### config.mk
export PLATFORM = sky130hd
export DESIGN_NAME = mvsm_front
export DESIGN_NICKNAME = d
export VERILOG_FILES = /design/src/rtl/mvsm_pkg.sv /design/src/rtl/mvsm_front.sv
export SDC_FILE = /design/constraint.sdc
export NUM_CORES = 1
export LEC_CHECK = 0
export ABC_AREA = 0
export ABC_CLOCK_PERIOD_IN_PS = 4000
export BUFFER_PORTS_ARGS = -buffer_cell sky130_fd_sc_hd__buf_4
export CORE_ASPECT_RATIO = 1.1
export CORE_UTILIZATION = 50
export DETAILED_ROUTE_END_ITERATION = 16
export PLACE_DENSITY = 0.85
export SYNTH_ARGS = -nofsm -noshare
export SYNTH_HDL_FRONTEND = slang
export SYNTH_SLANG_ARGS = --single-unit
### constraint.sdc
create_clock -name clock -period 4 [get_ports clock]
set_input_delay 0.6 -clock clock [delete_from_list [all_inputs] [get_ports clock]]
set_output_delay 0.6 -clock clock [all_outputs]
set_load 0.03 [all_outputs]
### src/rtl/mvsm_pkg.sv
// ----------------------------------------------------------------------------
// mvsm_pkg
// Shared types, constants and register codes of the multi-voice sample mixer.
// ----------------------------------------------------------------------------
package mvsm_pkg;

   // parameter defaults
   localparam int VOICES_DEF       = 4;
   localparam int NUM_SOUNDS_DEF   = 3;
   localparam int SAMPLE_DEPTH_DEF = 65536;

   // field and register widths
   localparam int SOUND_SLOTS = 3;
   localparam int GAIN_W      = 15;
   localparam int START_W     = 16;
   localparam int LENGTH_W    = 17;
   localparam int SAMPLE_W    = 16;
   localparam int PROD_W      = 32;
   localparam int CSR_INDEX_W = 3;
   localparam int CSR_DATA_W  = 17;
   localparam int SHOWN_VOICES = 4;

   // command queue between front and back
   localparam int CMD_DEPTH = 2;

   localparam int MIX_SHIFT = 15;
   localparam int MIX_LIMIT = 32767;

   localparam logic [GAIN_W-1:0]   GAIN_RESET   = 15'd9830;
   localparam logic [START_W-1:0]  START_RESET  = 16'd0;
   localparam logic [LENGTH_W-1:0] LENGTH_RESET = 17'd1;

   // action codes
   localparam logic [1:0] ACT_FRAME   = 2'd0;
   localparam logic [1:0] ACT_TRIGGER = 2'd1;
   localparam logic [1:0] ACT_LOAD    = 2'd2;

   // register indexes
   localparam logic [CSR_INDEX_W-1:0] CSR_GAIN      = 3'd0;
   localparam logic [CSR_INDEX_W-1:0] CSR_S0_START  = 3'd1;
   localparam logic [CSR_INDEX_W-1:0] CSR_S0_LENGTH = 3'd2;
   localparam logic [CSR_INDEX_W-1:0] CSR_S1_START  = 3'd3;
   localparam logic [CSR_INDEX_W-1:0] CSR_S1_LENGTH = 3'd4;
   localparam logic [CSR_INDEX_W-1:0] CSR_S2_START  = 3'd5;
   localparam logic [CSR_INDEX_W-1:0] CSR_S2_LENGTH = 3'd6;

   typedef struct packed {
      logic [1:0]                 action;
      logic [1:0]                 sound_sel;
      logic [15:0]                load_address;
      logic signed [SAMPLE_W-1:0] load_data;
   } req_type;

   typedef struct packed {
      logic signed [SAMPLE_W-1:0] mixed_sample;
      logic [SHOWN_VOICES-1:0]    active_voices;
   } rsp_type;

   typedef struct packed {
      logic [1:0]          kind;
      logic [1:0]          sound;
      logic [15:0]         addr;
      logic [SAMPLE_W-1:0] data;
   } cmd_type;

   typedef struct packed {
      logic    valid;
      cmd_type cmd;
   } cmd_link_type;

   typedef struct packed {
      logic [GAIN_W-1:0]                     gain;
      logic [SOUND_SLOTS-1:0][START_W-1:0]   start;
      logic [SOUND_SLOTS-1:0][LENGTH_W-1:0]  length;
   } cfg_type;

endpackage

### src/rtl/mvsm_front.sv
// ----------------------------------------------------------------------------
// mvsm_front
// Accepts requests, drops ones that do nothing and queues the rest for the
// back end.
// ----------------------------------------------------------------------------
module mvsm_front #(
   parameter int NUM_SOUNDS = mvsm_pkg::NUM_SOUNDS_DEF
) (
   input  logic                   clock,
   input  logic                   reset,
   input  logic                   push,
   output logic                   full,
   input  mvsm_pkg::req_type      req_data,
   output mvsm_pkg::cmd_link_type cmd_out,
   input  logic                   cmd_pop
);

   localparam int PTR_W = (mvsm_pkg::CMD_DEPTH > 1) ? $clog2(mvsm_pkg::CMD_DEPTH) : 1;
   localparam int CNT_W = $clog2(mvsm_pkg::CMD_DEPTH + 1);
   localparam logic [CNT_W-1:0] CNT_FULL    = CNT_W'(mvsm_pkg::CMD_DEPTH);
   localparam logic [1:0]       SOUND_LIMIT = 2'(NUM_SOUNDS);

   mvsm_pkg::cmd_type fifo_ff [mvsm_pkg::CMD_DEPTH];
   logic [PTR_W-1:0] wr_ptr_ff, wr_ptr_in;
   logic [PTR_W-1:0] rd_ptr_ff, rd_ptr_in;
   logic [CNT_W-1:0] count_ff, count_in;

   logic              accept;
   logic              keep;
   logic              do_pop;
   mvsm_pkg::cmd_type cmd_new;

   assign full   = (count_ff == CNT_FULL);
   assign accept = push && !full;
   assign do_pop = cmd_pop && (count_ff != '0);

   // unused action codes and triggers of unknown sounds never reach the queue
   always_comb begin
      keep = 1'b0;
      case (req_data.action)
         mvsm_pkg::ACT_FRAME:   keep = 1'b1;
         mvsm_pkg::ACT_LOAD:    keep = 1'b1;
         mvsm_pkg::ACT_TRIGGER: keep = (req_data.sound_sel < SOUND_LIMIT);
         default:               keep = 1'b0;
      endcase
   end

   assign cmd_new.kind  = req_data.action;
   assign cmd_new.sound = req_data.sound_sel;
   assign cmd_new.addr  = req_data.load_address;
   assign cmd_new.data  = req_data.load_data;

   always_comb begin
      wr_ptr_in = wr_ptr_ff;
      rd_ptr_in = rd_ptr_ff;
      count_in  = count_ff;
      if (accept && keep) begin
         wr_ptr_in = PTR_W'(wr_ptr_ff + 1'b1);
      end
      if (do_pop) begin
         rd_ptr_in = PTR_W'(rd_ptr_ff + 1'b1);
      end
      case ({accept && keep, do_pop})
         2'b10:   count_in = CNT_W'(count_ff + 1'b1);
         2'b01:   count_in = CNT_W'(count_ff - 1'b1);
         default: count_in = count_ff;
      endcase
   end

   always_ff @(posedge clock) begin
      if (reset) begin
         wr_ptr_ff <= '0;
         rd_ptr_ff <= '0;
         count_ff  <= '0;
      end else begin
         wr_ptr_ff <= wr_ptr_in;
         rd_ptr_ff <= rd_ptr_in;
         count_ff  <= count_in;
      end
   end

   always_ff @(posedge clock) begin
      if (accept && keep) begin
         fifo_ff[wr_ptr_ff] <= cmd_new;
      end
   end

   assign cmd_out.valid = (count_ff != '0);
   assign cmd_out.cmd   = fifo_ff[rd_ptr_ff];

endmodule

Yosys cells after proc, flatten, opt, wreduce, memory -nomap -nowiden --
Memories as Yosys holds them, arrays and structs flattened. A register that Yosys moved wholly into a read port is not among the register bits. Cells that the tools add are included.
Word-level totals: register bits after elaboration 4, RAM bits 72, input port bits 40, output and inout bits 38, logic and storage cells 28, memories 1
Memories:
- fifo_ff | depth 2, width 36, read ports 1, clocked after Yosys merged registers in 1, wr ports 1, line mvsm_front.sv:23 | mvsm_pkg::cmd_type fifo_ff [mvsm_pkg::CMD_DEPTH];
Cells by class: $add $sub $neg 4, order comparisons 1, equal/unequal tests 5, mux-type cells 6, reduce and logical (&&, ||, !) cells 8
Operator list (count):
- equality test 2 bit, second input constant | 3
- equality test 2 x 1 -> 1 bit, second input constant | 2
- 2-to-1 mux 1 bit | 4
- case mux 2 bit (2 select lines) | 1
- nonzero test 2 bit | 2
- logical AND 1 bit | 3
- adder 1 bit, second input constant | 2
- adder 2 x 1 -> 2 bit, second input constant | 1
- zero test 2 bit | 1
- < comparator 2 bit, second input constant | 1
- case mux 1 bit (2 select lines) | 1
- OR reduction 2 bit | 1
- subtractor 2 x 1 -> 2 bit, second input constant | 1
- zero test 1 bit | 1

Longest topological paths before layout --
Gate-level depths: netlist of run 1.
word-level depth 6, depth in mapped cells 7, gate-level depth less buffers 7

Least setup slack after synthesis of run 1 --
No wires, ideal clock.
path kind input to register, from input port req_data[33] (netlist bit), to memory fifo_ff[0][0] (netlist bit) (enable), library setup time 0.430 ns, arrival time 2.513 ns, path slack 1.057 ns, cell stages on the path 4, path through a21oi_1 > o221a_2 > inv_1 > nor2_1
On the way: longest elaborated chain between the ends 5
RTL lines:
- from (decl) | line mvsm_front.sv:13 | input mvsm_pkg::req_type req_data,
- < comparator 2 bit | line mvsm_front.sv:43 | mvsm_pkg::ACT_TRIGGER: keep = (req_data.sound_sel < SOUND_LIMIT);
- case mux 1 bit (2 select lines) | line mvsm_front.sv:40 | case (req_data.action)
- logical AND 1 bit | line mvsm_front.sv:83 | if (accept && keep) begin
- 2-to-1 mux 1 bit | line mvsm_front.sv:83
- 2-to-1 mux 1 bit (implied by the code) | line mvsm_front.sv:84 | fifo_ff[wr_ptr_ff] <= cmd_new;
- to (decl) | line mvsm_front.sv:23
No other way between the ends.

==> metrics.cfg, run 1 <==
[cells_and_area]
final_common_cell=buf_4
layout_common_cells=79 x buf_4, 72 x edfxtp_1, 37 x mux2_2
drive_gt1_share_pct=58.44
num_antenna_cells=0
n_fill_cell=387
syn_to_final_growth_pct=31.03
nets=267

[pwr]
p_leak_nw=1.385
pwr-share-comb_pct=31.8
power.internal_mw=1.629
peakVddDrop_mv=0.4168
power.density_mw_per_mm2=634.6
p_clk_share_pct=24.5
swShare_pct=30.80
power.switching_mw=0.7249
seq_power_share_pct=43.6

[clock_tree]
clockRootBuffer=clkbuf_8
ctsResizeCount=0
clk_latency_ps=340
hold_buffers=0
cts_num_sinks=77
numCtsBuffers=9
ctsHtreeMaxLevel=3
ctsLongestPathBuffers=2
clkTransAtPathRegs_ps=80
cts_setup_buffers=0
cts_tree=done

[global_routing]
grt_start_max_net_pins=37
antenna_found_initial=0
gr-usage-all-layers_pct=15.82
grt_overflow=0
grt_pass1_vias=1347
grt_pass1_wl_um=6561

[worst_setup_path]
critPathLaunchType=flip-flop
rr_startpoint=count_ff[0]
rrSetupSlack_ps=2090
worst-path-buf-inv=2
cp.required_ps=3400
rr_worst_depth=3
critical_path_class=flip-flop to output port
slowest_stage=dfxtp_1
crit_family=flip-flops
cp-end-kind=output port
crit_fanout=15
r2r_end=fifo_ff[0][4]
max_stage_delay_ps=590
critPathArrivalTime_ps=1770
path_common_cell=buf_4
crit_chain=buf_4, mux2_2, buf_4

[sta]
fmax_mhz=421.6
drv_slew=0
hold_viol=0
hold_slack_ps=445.3
setup_violations=0
finalSetupTns_ps=0
period_share_pct=59.30
fin_skew_ps=6.781
slew_headroom_pct=33.36
min_period_ps=2372
rsz0062_at_grt=false
tightest_slew_ps=997.3

[synth]
synth_seq_cells=77
syn_inst=140
ys_warn_count=0
ys_types=17
synth_flop_cell=edfxtp_1
syn_area_mm2=0.002830
synth_enable_flop_cells=72
yosysSeqAreaShare_pct=79.93
syn_nets=181
syn_area_per_cell_um2=20.22
synthArstFlopShare_pct=0

[worst_hold_path]
hold_class=input pin to flip-flop
worstHoldStart=req_data[11]
hold_path_depth=1
worstHoldEndpoint=fifo_ff[0][11]

[route]
num_vias=1469
via_per_inst=4.801
remaining_drc_errors=0
drt_wl_total_um=4433
ant_nets=0
wl_per_cell_um=14.49
first_pass_iters=4
drt_iter0_markers=46

[floorplan]
row_count=28
die_area_mm2=0.005966
ios=78
die_w_um=73.74
coreArea_mm2=0.005430
die_height_um=80.91
initial_core_util_pct=52.12

[placement]
port_buffers=77
gp_congestion=0.6849
dp_hpwl_um=2989

[outcome]
status=complete, no violations

[run]
maxCapViolCount=0

==> power groups by stage <==
stage                     clock network [mW]  logic [mW]  registers, mW
final                                  0.577       0.749           1.03
after global placement                     0       0.750           1.04
after floorplan                            0       0.517           1.02
after global routing                   0.620       0.792           1.04
after CTS                              0.591       0.761           1.03
after detailed placement                   0       0.759           1.05
==> registers in the layout, indices dropped and copies added, names as in the netlist, named ones only <==
register,cells
fifo_ff,72
rd_ptr_ff,1
count_ff,2
wr_ptr_ff,1
==> metal layers <==
metal / global-route usage, % / routed length, um / vias to the layer above
met5: 0 / 0 / -
met4: 8.077 / 37 / 0
met3: 3.970 / 209 / 7
met2: 26.06 / 2425 / 47
met1: 19.32 / 1760 / 705
li1: - / - / 710
==> cell families (layout without fill, tap and decap cells) <==
group / Yosys count / in the layout / share of synthesized area [%]
and+or+nand+nor: 10 / 10 / 1.680
adders and majority gates: 1 / 1 / 0.4420
AOI/OAI and AO/OA: 5 / 5 / 1.194
DFF: 77 / 77 / 79.93
xor gates and xnor gates: 3 / 3 / 0.9286
muxes: 37 / 37 / 14.72
buffers and inverters: 7 / 98 / 1.105
==> cells in the mapped netlist (2+ instances only) <==
cell      instances  area (um^2)
xnor2_1           2        17.52
a21oi_1           2        10.01
buf_2             4        20.02
mux2_2           37        416.7
inv_1             3        11.26
dfxtp_1           5        100.1
nor2_1            6        22.52
edfxtp_1         72         2162
==> stage by stage <==
| stage | utilization, % | setup slack (ps) | std cells | total power, mW | cell area (um^2) |
|---|---|---|---|---|---|
| 3_3_place_gp | 64.56 | 1643 | 290 | 1.792 | 3506 |
| 5_1_grt | 68.29 | 1491 | 306 | 2.452 | 3709 |
| 3_5_place_dp | 64.56 | 1619 | 290 | 1.805 | 3506 |
| 4_1_cts | 68.29 | 1584 | 306 | 2.382 | 3709 |
| 2_1_floorplan | - | 1057 | 140 | 1.541 | 2830 |
| 6_report | 68.29 | 1628 | 306 | 2.354 | 3709 |
==> cell type report <==
type	instances	area (um^2)	share of cell area (%)
multi-input combinational	56	545.5	14.71
tap	75	93.84	2.530
inverter	3	11.26	0.3036
sequential	77	2262	61.00
timing repair buffer	79	593.1	15.99
clock buffer	12	155.1	4.184
clock inverter	4	47.55	1.282
==> worst max-delay path by stage <==
stage                          to  slack [ps]  depth (start not counted)
floorplan           fifo_ff[0][0]        1060                          4
global placement    fifo_ff[0][1]        1640                          5
detailed placement  fifo_ff[0][8]        1620                          5
CTS                   cmd_out[12]        1580                          3
global route          cmd_out[12]        1490                          3
finish                cmd_out[12]        1630                          3
(Power assumes the default switching activity.)
==> run 2: changes to the inputs <==
- ABC_AREA: 0 -> 1
- ABC_CLOCK_PERIOD_IN_PS: 4000 -> 2200
- PLACE_DENSITY: 0.85 -> 0.84
- clock period: 4 -> 2.2 ns (I/O delays scaled with it)
==> run 2 against run 1 <==
- core utilization fell by 1.9 points
- setup slack got worse by 1300 ps
- critical endpoint is now cmd_out[28]
- final area is 3.3% higher
==> metrics.cfg, run 2 <==
[cells_and_area]
final_common_cell=buf_4  ; unchanged
regMostFlops=fifo_ff  ; unchanged
largest_reg_flops=72  ; unchanged
design_area_mm2=0.003832  ; was 0.003709 mm^2
seqCellArea_mm2=0.002263  ; was 0.002262 mm^2
num_antenna_cells=0  ; unchanged
nets=281  ; was 267
drive_gt1_share_pct=54.69  ; was 58.44%
multiInputGateArea_um2=644.4  ; was 545.5 um^2
n_fill_cell=410  ; was 387
syn_to_final_growth_pct=27.73  ; was 31.03%
reg_top3=fifo_ff: 72 flops, count_ff: 2 flops  ; unchanged
layout_common_cells=80 x buf_4, 72 x edfxtp_1, 30 x mux2_4  ; was 79 x buf_4, 72 x edfxtp_1, 37 x mux2_2

[route]
ant_nets=0  ; unchanged
wl_met1_um=1830  ; was 1760 um
remaining_drc_errors=0  ; unchanged
num_vias=1568  ; was 1469
drt_iter0_markers=57  ; was 46
wl_per_cell_um=14.66  ; was 14.49 um
top_layer_used=met4  ; unchanged
first_pass_iters=4  ; unchanged
wl_met3_um=182  ; was 209 um
via_per_inst=4.870  ; was 4.801
drt_wl_total_um=4720  ; was 4433 um
dr_wl_met2_um=2605  ; was 2425 um

[placement]
port_buffers=77  ; unchanged
dp_hpwl_um=3329  ; was 2989 um
gp_congestion=0.6924  ; was 0.6849
place_area_mm2=0.003675  ; was 0.003506 mm^2

[synth]
yosys.area.top_type=edfxtp_1  ; unchanged
synth_common_cells=72 x edfxtp_1, 30 x mux2_4, 9 x nand2_1  ; was 72 x edfxtp_1, 37 x mux2_2, 6 x nor2_1
syn_inst=151  ; was 140
synth.top_cell.area_share_pct=72.06  ; was 76.39%
synth.most_common_cell=edfxtp_1  ; unchanged
syn_nets=192  ; was 181
ys_types=15  ; was 17
synth_area_leaders=edfxtp_1 72%, mux2_4 15%, dfxtp_1 3.3%, mux2_2 2.3%, buf_12 2.0%  ; was edfxtp_1 76%, mux2_2 15%, dfxtp_1 3.5%, nor2_1 0.80%, buf_2 0.71%
syn_area_per_cell_um2=19.87  ; was 20.22 um^2
yosysSeqAreaShare_pct=75.40  ; was 79.93%
ys_warn_count=0  ; unchanged
synthArstFlopShare_pct=0  ; unchanged
synth_seq_cells=77  ; unchanged
synth_enable_flop_cells=72  ; unchanged
syn_area_mm2=0.003000  ; was 0.002830 mm^2
synth_flop_cell=edfxtp_1  ; unchanged

[clock_tree]
cts_setup_buffers=0  ; unchanged
clkTransAtPathRegs_ps=70  ; was 80 ps
ctsLongestPathBuffers=2  ; unchanged
cts_num_sinks=77  ; unchanged
hold_buffers=0  ; unchanged
clk_latency_ps=330  ; was 340 ps
numCtsBuffers=9  ; unchanged
ctsResizeCount=0  ; unchanged
ctsHtreeMaxLevel=3  ; unchanged
cts_tree=done  ; unchanged
clockRootBuffer=clkbuf_8  ; unchanged

[worst_setup_path]
critical_path_class=flip-flop to output port  ; unchanged
crit_fanout=20  ; was 15
cp.required_ps=1870  ; was 3400 ps
critPathArrivalTime_ps=1540  ; was 1770 ps
path_common_cell=buf_4  ; unchanged
max_stage_delay_ps=380  ; was 590 ps
cp-end-kind=output port  ; unchanged
crit_chain=buf_4, mux2_2, buf_4  ; unchanged
critPathLaunchType=flip-flop  ; unchanged
crit_family=buffers and inverters  ; was flip-flops
slowest_stage=mux2_2  ; was dfxtp_1
worst-path-buf-inv=2  ; unchanged

[worst_hold_path]
hold_class=input pin to flip-flop  ; unchanged

[sta]
slew_headroom_pct=71.67  ; was 33.36%
period_share_pct=84.81
fin_skew_ps=6.173  ; was 6.781 ps
fmax_mhz=535.9
finalSetupTns_ps=0  ; unchanged
tightest_slew_ps=424.4  ; was 997.3 ps
setup_violations=0  ; unchanged
drv_slew=0  ; unchanged
hold_viol=0  ; unchanged
rsz0062_at_grt=false  ; unchanged
min_period_ps=1866

[floorplan]
ios=78  ; unchanged
coreArea_mm2=0.005769  ; was 0.005430 mm^2
die_area_mm2=0.006315  ; was 0.005966 mm^2
die_height_um=83.25  ; was 80.91 um
die_w_um=75.86  ; was 73.74 um
row_count=29  ; was 28
initial_core_util_pct=52.01  ; was 52.12%

[pwr]
power.density_mw_per_mm2=930.0  ; was 634.6 mW/mm^2
peakVddDrop_mv=0.6937  ; was 0.4168 mV
p_leak_nw=1.526  ; was 1.385 nW

[global_routing]
grt_start_max_net_pins=37  ; unchanged
grt_pass1_vias=1584  ; was 1347
grt_pass1_wl_um=7258  ; was 6561 um
grt_overflow=0  ; unchanged
antenna_found_initial=0  ; unchanged
gr-usage-all-layers_pct=16.36  ; was 15.82%

[run]
maxCapViolCount=0  ; unchanged

[outcome]
status=complete, no violations  ; unchanged

==> run 2: cells by family (layout without fill, tap and decap cells) <==
family / count (synthesis) / in the layout / synth area share (%)
mux: 36 / 36 / 17.26
simple gates: 17 / 17 / 2.210
fa+ha+maj: 1 / 1 / 0.4169
compound gates: 8 / 8 / 1.334
buf+inv: 12 / 106 / 3.378
flops: 77 / 77 / 75.40
==> run 2: area by class of cell <==
type	count	share of cell area, %
clock buffer	10	3.330
clock inverter	6	0.7835
inverter	8	0.7835
multi-input combinational	62	16.81
sequential	77	59.06
tap	77	2.514
timing repair buffer	82	16.72
==> run 2: per-stage QoR <==
stage | total power [mW] | setup WS [ps] | cells | hold WS [ps] | utilization, %
6_report | 3.564 | 334.1 | 322 | 177.1 | 66.43
5_1_grt | 3.711 | 270.7 | 322 | 161.9 | 66.43
4_1_cts | 3.604 | 303.6 | 322 | 159.2 | 66.43
3_5_place_dp | 2.751 | 496.7 | 306 | 470.1 | 63.70
3_3_place_gp | 2.726 | 567.5 | 306 | 457.3 | 63.70
2_1_floorplan | 2.465 | 144.0 | 151 | 428.9 | -
==> run 2: worst paths after layout <==
kind / start / end / slack [ps] / depth (start not counted)
worst max register to register: count_ff[0] / fifo_ff[1][19] / 510 / 5
worst min register to register: rd_ptr_ff / flip-flop / 480 / 2
worst min-delay path: req_data[14] / fifo_ff[1][14] / 180 / 1
worst max-delay path: flip-flop / cmd_out[28] / 330 / 3
==> run 2: report_power, final <==
| part | internal [mW] | switching (mW) |
|---|---|---|
| logic | 0.423 | 0.515 |
| registers | 1.73 | 0.0360 |
| clock network | 0.396 | 0.464 |
| total | 2.55 | 1.02 |
==> run 2: layer usage <==
metal	vias to the layer above	global-route usage [%]
li1	747	-
met3	9	3.762
met4	0	9.091
met2	44	28.00
met5	-	0
met1	768	18.06
